$ cat src/rtl/core/dtq_pkg.sv
package dtq_pkg;

  localparam int DEPTH       = 16;
  localparam int MAX_RESULTS = 16;
  localparam int IDX_W       = (DEPTH > 1) ? $clog2(DEPTH) : 1;
  localparam int CNT_W       = $clog2(DEPTH + 1);
  localparam int NUM_W       = $clog2(MAX_RESULTS + 1);

  localparam logic [1:0] ACT_SCHEDULE = 2'd0;
  localparam logic [1:0] ACT_CANCEL   = 2'd1;
  localparam logic [1:0] ACT_TICK     = 2'd2;

  localparam logic [2:0] ST_SCHEDULED = 3'd0;
  localparam logic [2:0] ST_FULL      = 3'd1;
  localparam logic [2:0] ST_CANCELLED = 3'd2;
  localparam logic [2:0] ST_NOT_FOUND = 3'd3;
  localparam logic [2:0] ST_EXPIRED   = 3'd4;
  localparam logic [2:0] ST_NO_EXPIRY = 3'd5;

  typedef struct packed {
    logic [1:0]  action;
    logic [31:0] now;
    logic [31:0] deadline;
    logic [31:0] cancel_id;
  } req_item_t;

  typedef struct packed {
    logic [2:0]  status;
    logic [31:0] event_id;
    logic        armed;
    logic [31:0] next_delay;
    logic        last;
  } rsp_item_t;

  typedef enum logic [1:0] {
    RS_ZERO,
    RS_NEXT_ID,
    RS_CANCEL_ID,
    RS_ENTRY
  } res_sel_t;

  typedef enum logic [2:0] {
    S_IDLE,
    S_INSERT_SCAN,
    S_CANCEL_SCAN,
    S_TICK,
    S_PUT
  } dtq_state_t;

  typedef struct packed {
    logic       latch;
    logic       idx_inc;
    logic       insert;
    logic       remove;
    logic       res_load;
    logic [2:0] res_code;
    res_sel_t   res_sel;
    logic       put;
  } dtq_cmd_t;

  typedef struct packed {
    logic full;
    logic at_end;
    logic ins_here;
    logic id_match;
    logic more;
    logic out_free;
    logic last;
  } dtq_sts_t;

endpackage

$ cat src/rtl/core/dtq_datapath.sv
module dtq_datapath import dtq_pkg::*; (
  input  logic      clk,
  input  logic      rst,
  input  dtq_cmd_t  cmd,
  output dtq_sts_t  sts,
  input  req_item_t req,
  output logic      rsp_valid,
  input  logic      rsp_ready,
  output rsp_item_t rsp
);

  req_item_t        req_q;
  logic [31:0]      dl_mem [DEPTH];
  logic [31:0]      id_mem [DEPTH];
  logic [CNT_W-1:0] count;
  logic [31:0]      next_id;
  logic [CNT_W-1:0] idx;
  logic [NUM_W-1:0] n_done;
  logic [2:0]       res_status;
  logic [31:0]      res_id;
  logic [31:0]      dl_at;
  logic [31:0]      id_at;
  logic             head_late;

  assign dl_at = dl_mem[idx[IDX_W-1:0]];
  assign id_at = id_mem[idx[IDX_W-1:0]];
  assign head_late = (count != '0) && (dl_mem[0] > req_q.now);

  always_comb begin
    sts.full     = (count == CNT_W'(DEPTH));
    sts.at_end   = (idx >= count);
    sts.ins_here = (idx >= count) || (dl_at >= req_q.deadline);
    sts.id_match = (id_at == req_q.cancel_id);
    sts.more     = (n_done < NUM_W'(MAX_RESULTS)) && (count != '0) &&
                   (dl_mem[0] <= req_q.now);
    sts.out_free = !rsp_valid || rsp_ready;
    sts.last     = !((req_q.action == ACT_TICK) && sts.more);
  end

  // sorted entry array, shifted up on insert and down on remove
  for (genvar j = 0; j < DEPTH; j++) begin : g_entry
    logic [31:0] dl_prev, id_prev, dl_nxt, id_nxt;
    if (j == 0) begin : g_first
      assign dl_prev = req_q.deadline;
      assign id_prev = next_id;
    end else begin : g_mid
      assign dl_prev = dl_mem[j-1];
      assign id_prev = id_mem[j-1];
    end
    if (j == DEPTH - 1) begin : g_top
      assign dl_nxt = dl_mem[j];
      assign id_nxt = id_mem[j];
    end else begin : g_below
      assign dl_nxt = dl_mem[j+1];
      assign id_nxt = id_mem[j+1];
    end

    always_ff @(posedge clk) begin
      if (cmd.insert) begin
        if (CNT_W'(j) == idx) begin
          dl_mem[j] <= req_q.deadline;
          id_mem[j] <= next_id;
        end else if (CNT_W'(j) > idx) begin
          dl_mem[j] <= dl_prev;
          id_mem[j] <= id_prev;
        end
      end else if (cmd.remove && (CNT_W'(j) >= idx)) begin
        dl_mem[j] <= dl_nxt;
        id_mem[j] <= id_nxt;
      end
    end
  end

  always_ff @(posedge clk) begin
    if (cmd.latch) begin
      req_q <= req;
    end
    if (cmd.res_load) begin
      res_status <= cmd.res_code;
      unique case (cmd.res_sel)
        RS_ZERO:      res_id <= '0;
        RS_NEXT_ID:   res_id <= next_id;
        RS_CANCEL_ID: res_id <= req_q.cancel_id;
        RS_ENTRY:     res_id <= id_at;
      endcase
    end
    if (cmd.put) begin
      rsp.status     <= res_status;
      rsp.event_id   <= res_id;
      rsp.armed      <= (count != '0);
      rsp.next_delay <= head_late ? (dl_mem[0] - req_q.now) : '0;
      rsp.last       <= sts.last;
    end
  end

  always_ff @(posedge clk) begin
    if (rst) begin
      count     <= '0;
      next_id   <= 32'd1;
      idx       <= '0;
      n_done    <= '0;
      rsp_valid <= 1'b0;
    end else begin
      if (cmd.latch) begin
        idx    <= '0;
        n_done <= '0;
      end else if (cmd.idx_inc) begin
        idx <= idx + 1'b1;
      end
      if (cmd.insert) begin
        count   <= count + 1'b1;
        next_id <= next_id + 32'd1;
      end else if (cmd.remove) begin
        count  <= count - 1'b1;
        n_done <= n_done + 1'b1;
      end
      if (cmd.put) begin
        rsp_valid <= 1'b1;
      end else if (rsp_ready) begin
        rsp_valid <= 1'b0;
      end
    end
  end

endmodule

$ cat src/rtl/core/dtq_ctrl.sv
module dtq_ctrl import dtq_pkg::*; (
  input  logic       clk,
  input  logic       rst,
  input  logic       req_valid,
  input  logic [1:0] req_action,
  output logic       req_ready,
  input  dtq_sts_t   sts,
  output dtq_cmd_t   cmd
);

  dtq_state_t state, state_next;

  always_ff @(posedge clk) begin
    if (rst) begin
      state <= S_IDLE;
    end else begin
      state <= state_next;
    end
  end

  always_comb begin
    state_next = state;
    unique case (state)
      S_IDLE: begin
        if (req_valid) begin
          unique case (req_action)
            ACT_SCHEDULE: state_next = S_INSERT_SCAN;
            ACT_CANCEL:   state_next = S_CANCEL_SCAN;
            ACT_TICK:     state_next = S_TICK;
            default:      state_next = S_IDLE;
          endcase
        end
      end
      S_INSERT_SCAN: begin
        if (sts.full || sts.ins_here) begin
          state_next = S_PUT;
        end
      end
      S_CANCEL_SCAN: begin
        if (sts.at_end || sts.id_match) begin
          state_next = S_PUT;
        end
      end
      S_TICK: state_next = S_PUT;
      S_PUT: begin
        if (sts.out_free) begin
          state_next = sts.last ? S_IDLE : S_TICK;
        end
      end
    endcase
  end

  always_comb begin
    req_ready    = (state == S_IDLE);
    cmd          = '0;
    cmd.res_sel  = RS_ZERO;
    cmd.latch    = (state == S_IDLE) && req_valid;
    unique case (state)
      S_IDLE: ;
      S_INSERT_SCAN: begin
        if (sts.full) begin
          cmd.res_load = 1'b1;
          cmd.res_code = ST_FULL;
        end else if (sts.ins_here) begin
          cmd.insert   = 1'b1;
          cmd.res_load = 1'b1;
          cmd.res_code = ST_SCHEDULED;
          cmd.res_sel  = RS_NEXT_ID;
        end else begin
          cmd.idx_inc = 1'b1;
        end
      end
      S_CANCEL_SCAN: begin
        if (sts.at_end) begin
          cmd.res_load = 1'b1;
          cmd.res_code = ST_NOT_FOUND;
        end else if (sts.id_match) begin
          cmd.remove   = 1'b1;
          cmd.res_load = 1'b1;
          cmd.res_code = ST_CANCELLED;
          cmd.res_sel  = RS_CANCEL_ID;
        end else begin
          cmd.idx_inc = 1'b1;
        end
      end
      S_TICK: begin
        cmd.res_load = 1'b1;
        if (sts.more) begin
          cmd.remove   = 1'b1;
          cmd.res_code = ST_EXPIRED;
          cmd.res_sel  = RS_ENTRY;
        end else begin
          cmd.res_code = ST_NO_EXPIRY;
        end
      end
      S_PUT: cmd.put = sts.out_free;
    endcase
  end

endmodule

$ cat src/rtl/core/deadline_timer_queue_core.sv
// channel  direction  handshake              payload
// req      in         req_valid / req_ready  req_item_t: action, now, deadline, cancel_id
// rsp      out        rsp_valid / rsp_ready  rsp_item_t: status, event_id, armed, next_delay, last
//
// one request at a time; req_ready is high only while the controller is idle
// schedule and cancel walk the sorted queue one entry per cycle
// tick passes through its tick and put states once per result, up to MAX_RESULTS results
// the response register lets the next request in while the last result is still held
// a stalled rsp holds the controller in its put state; reset empties the queue, next id 1
module deadline_timer_queue_core import dtq_pkg::*; (
  input  logic      clk,
  input  logic      rst,
  input  logic      req_valid,
  output logic      req_ready,
  input  req_item_t req,
  output logic      rsp_valid,
  input  logic      rsp_ready,
  output rsp_item_t rsp
);

  dtq_cmd_t cmd;
  dtq_sts_t sts;

  dtq_ctrl u_ctrl (
    .clk        (clk),
    .rst        (rst),
    .req_valid  (req_valid),
    .req_action (req.action),
    .req_ready  (req_ready),
    .sts        (sts),
    .cmd        (cmd)
  );

  dtq_datapath u_datapath (
    .clk       (clk),
    .rst       (rst),
    .cmd       (cmd),
    .sts       (sts),
    .req       (req),
    .rsp_valid (rsp_valid),
    .rsp_ready (rsp_ready),
    .rsp       (rsp)
  );

  a_no_insert_full: assert property (@(posedge clk) disable iff (rst)
    cmd.insert |-> !sts.full)
    else $error("insert into full queue");

  a_put_free: assert property (@(posedge clk) disable iff (rst)
    cmd.put |-> sts.out_free)
    else $error("result overwritten");

  a_remove_valid: assert property (@(posedge clk) disable iff (rst)
    cmd.remove |-> !sts.at_end)
    else $error("remove past queue end");

  a_one_op: assert property (@(posedge clk) disable iff (rst)
    $onehot0({cmd.insert, cmd.remove, cmd.idx_inc}))
    else $error("conflicting queue operations");

endmodule

$ cat config.mk
export PLATFORM = sky130hd
export DESIGN_NAME = deadline_timer_queue_core
export DESIGN_NICKNAME = d
export VERILOG_FILES = /design/src/rtl/core/dtq_pkg.sv /design/src/rtl/core/dtq_datapath.sv /design/src/rtl/core/dtq_ctrl.sv /design/src/rtl/core/deadline_timer_queue_core.sv
export SDC_FILE = /design/constraint.sdc
export NUM_CORES = 2
export LEC_CHECK = 0
export ABC_CLOCK_PERIOD_IN_PS = 14200
export BUFFER_PORTS_ARGS = -buffer_cell sky130_fd_sc_hd__clkbuf_2
export CORE_ASPECT_RATIO = 0.8
export CORE_MARGIN = 3
export CORE_UTILIZATION = 45
export CTS_BUF_LIST = sky130_fd_sc_hd__clkbuf_16
export CTS_CLUSTER_DIAMETER = 40
export DETAILED_ROUTE_END_ITERATION = 16
export PLACE_DENSITY = 0.62
export SLEW_MARGIN = 10
export SYNTH_ARGS = -nofsm -noshare
export SYNTH_HDL_FRONTEND = slang
export SYNTH_SLANG_ARGS = --single-unit
$ cat constraint.sdc
create_clock -name clk -period 14.2 [get_ports clk]
set_input_delay 1.42 -clock clk [delete_from_list [all_inputs] [get_ports clk]]
set_output_delay 1.42 -clock clk [all_outputs]
set_load 0.01 [all_outputs]
==> metrics <==
Num CTS Buffers 186; GRT overflow 0; Post-synth EDFFs 1226; initial core utilization 45.5%; crit-path max FO 102; DR pass1 iterations 7; Hold Path Depth 0; top_reg_cell synth edfxtp_1; initial antenna violation count 14; most frequent cells in the layout edfxtp_1, nor2_1, mux2i_1; outcome finished, final reports clean; critical path depth 13; fin cells 8081; share of layout cells above drive strength 1 24.3%; RePlAce Congestion 0.884; later-pin clock latency in the skew report 0.85 ns; mux share of post-synthesis cell area 21.6%; fin nets 5957; Arr. time, crit path 9.83 ns; Cells after DPL 7728; reg2reg path depth 13; pin count of the biggest net entering global routing 175; Switching Fraction 33.2%; Post-Synthesis Net Count 6071; placement-stage cell area 76500 µm²; die height 369 µm; crit-path max cell delay 1.12 ns; switching power 4.56 mW; post-CTS setup repair buffer count 0; Row Count 132; share of power burned in combinational logic 24.3%; Crit Path Class register to register; period utilisation layout 65.4%; H-tree depth 4; relative slew slack 6.35%; Post-Synth Adder-Cell Area 1.41%; peak supply drop 122 µV; # clock sinks 1281; CTS tree yes; RSZ-0062 raised after global routing no; DRT antenna net count 0; post-synthesis compound-gate area fraction 12.4%; Placeable Area 163000 µm²; drt total wl 298000 µm; Worst Path Buf+Inv 3; element type at the critical path start register; vias in the first global route 54610; Max-cap violations 0; pwr dens 165 nW/µm²; Crit. End Element register; # hold bufs at CTS 0; delay-heaviest family, CP simple AND/OR/NAND/NOR gates; Synth Area in Simple Gates 7.89%; CTS Buffer Depth 3; Hold WS 0.415 ns; post-synthesis sequential area ratio 51.3%; Post-Synth XOR/XNOR Area 1.41%; top-level I/O count 173; CP cell instances buf_4 -> mux4_2 -> mux4_2 -> ha_1 -> nand3_1 -> nor3_1 -> o211ai_1 -> a21oi_4 -> buf_12 -> nand3_4 -> buf_4 -> mux2i_1 -> a22oi_1; Yosys cell types 73; Worst Path Required 14.74 ns; worst hold path class register to register; Int Power 9.17 mW; Die W 459 µm; Synth Cell Area 73900 µm²; vias post-DR 58320; highest clock rate 0.108 GHz; Final Setup Violations 0; first-pass GRT wire length 417000 µm; area grow syn2layout 12.3%; Worst Min Path Start u_datapath.res_id[29]$_DFFE_PP_; Leak 32.5 nW; final instance area 83000 µm²; TNS Setup 0 ns; FF+latch count, synth 1281; sequential fraction of design power 40.4%; Tmin final 9.29 ns; most used routing layer met1; slowest CP cell nand3_4; average vias per placed instance 7.22; asr flop ratio synth 0%; post-cts resize count 0; Mapped Avg Cell Area 12.6 µm²; IO buf count 172; DRC 0; All-Layer GR Usage 34.2%; largest family of logic cells by synthesized area multiplexers; clk slew on worst S/H paths 0.06 ns; max-slew violation count 0; Layout Skew 0.0608 ns; GR Util met1 49.6%; part of the power in the clock network 35.3%; synth warn 0; most common cell after layout, fill and taps aside edfxtp_1; Least-Margin Pin Slew 1.40 ns; Root Driver clkbuf_16; post-DP HPWL 164000 µm; 1st-iter DRT viols 11090; WL per Instance 36.9 µm; die area 169000 µm²; GR met3 Demand/Resource 11.5%; grt met2 use 47.0%; Final Hold Viols 0; Synth Instances 5887
-- kinds of logic (layout without fill, tap and decap cells) --
family,Yosys count,in the layout
xor gates and xnor gates,119,119
muxes,1228,1228
buffers and inverters,695,743
DFF,1281,1281
AOI/OAI and AO/OA,1175,1175
other,0,2
adders and majority gates,82,82
and+or+nand+nor,1307,1307
-- worst reg2reg max path: stages, from the launching register on --
cell      delay (ns)
dfxtp_4         1.04
buf_4           0.82
mux4_2          0.62
mux4_2          0.50
ha_1            0.41
nand3_1         0.18
nor3_1          0.96
o211ai_1        0.77
a21oi_4         0.63
buf_12          0.63
nand3_4         1.14
buf_4           0.83
mux2i_1         0.33
a22oi_1         0.12
-- power groups by stage --
stage          registers, mW  clock network, mW  logic (mW)
2_1_floorplan           5.39                  0        2.15
4_1_cts                 5.51               4.85        3.22
3_5_place_dp            5.58                  0        3.21
5_1_grt                 5.59               5.01        3.46
3_3_place_gp            5.58                  0        3.14
6_report                5.55               4.84        3.34
-- synthesized netlist by cell type (91+ instances only) --
cell type,n,share of area (%)
or2_2,134,1.1
clkbuf_1,379,1.9
nor2_1,784,4.0
edfxtp_1,1226,50
mux4_2,272,8.3
buf_2,137,0.93
mux2i_1,712,9.6
inv_1,96,0.49
a22oi_1,652,6.6
mux2_2,223,3.4
o21ai_0,91,0.62
o221a_2,119,1.8
nand2_1,137,0.70
-- metrics by stage --
step | power [mW] | utilization, % | worst slack [ns]
2_1_floorplan | 7.54 | - | 3.60
3_3_place_gp | 8.72 | 47.1 | 5.24
3_5_place_dp | 8.79 | 47.1 | 5.22
4_1_cts | 13.6 | 51.1 | 5.19
5_1_grt | 14.1 | 51.1 | 4.70
6_report | 13.7 | 51.1 | 4.91
-- state kept, by name, indices dropped and copies added, names as in the netlist, named ones only --
name	cells
u_datapath.rsp	69
u_ctrl.state	3
u_datapath.id_mem	512
u_datapath.rsp_valid	1
u_datapath.res_status	3
u_datapath.count	5
u_datapath.g_entry.dl_prev	32
u_datapath.n_done	5
u_datapath.res_id	32
u_datapath.g_entry.id_prev	32
u_datapath.idx	5
u_datapath.dl_mem	512
u_datapath.req_q	66
-- final cells by class --
class	instances	area [µm²]
flip-flops and latches	1281	37900
inverters	97	367
clock buffers	189	4730
fillers	13981	79500
multi-input cells	3911	33600
well taps	2144	2680
clock inverters	161	1710
repair buffers	296	1930
diodes	2	5.00
-- worst paths after layout --
check | end | slack, ns
max | u_datapath.id_mem[2][0]$_DFFE_PP_ | 4.91
min | u_datapath.rsp[63]$_DFFE_PP_ | 0.41
max reg2reg | u_datapath.id_mem[2][0]$_DFFE_PP_ | 4.91
min reg2reg | u_datapath.rsp[63]$_DFFE_PP_ | 0.41
-- metal layers --
metal | vias to the layer above | share of wire, %
met3 | 885 | 16
met5 | - | 0.0091
met4 | 4 | 4.2
met1 | 29258 | 39
met2 | 5385 | 41
li1 | 22788 | -
(Power assumes the default switching activity.)
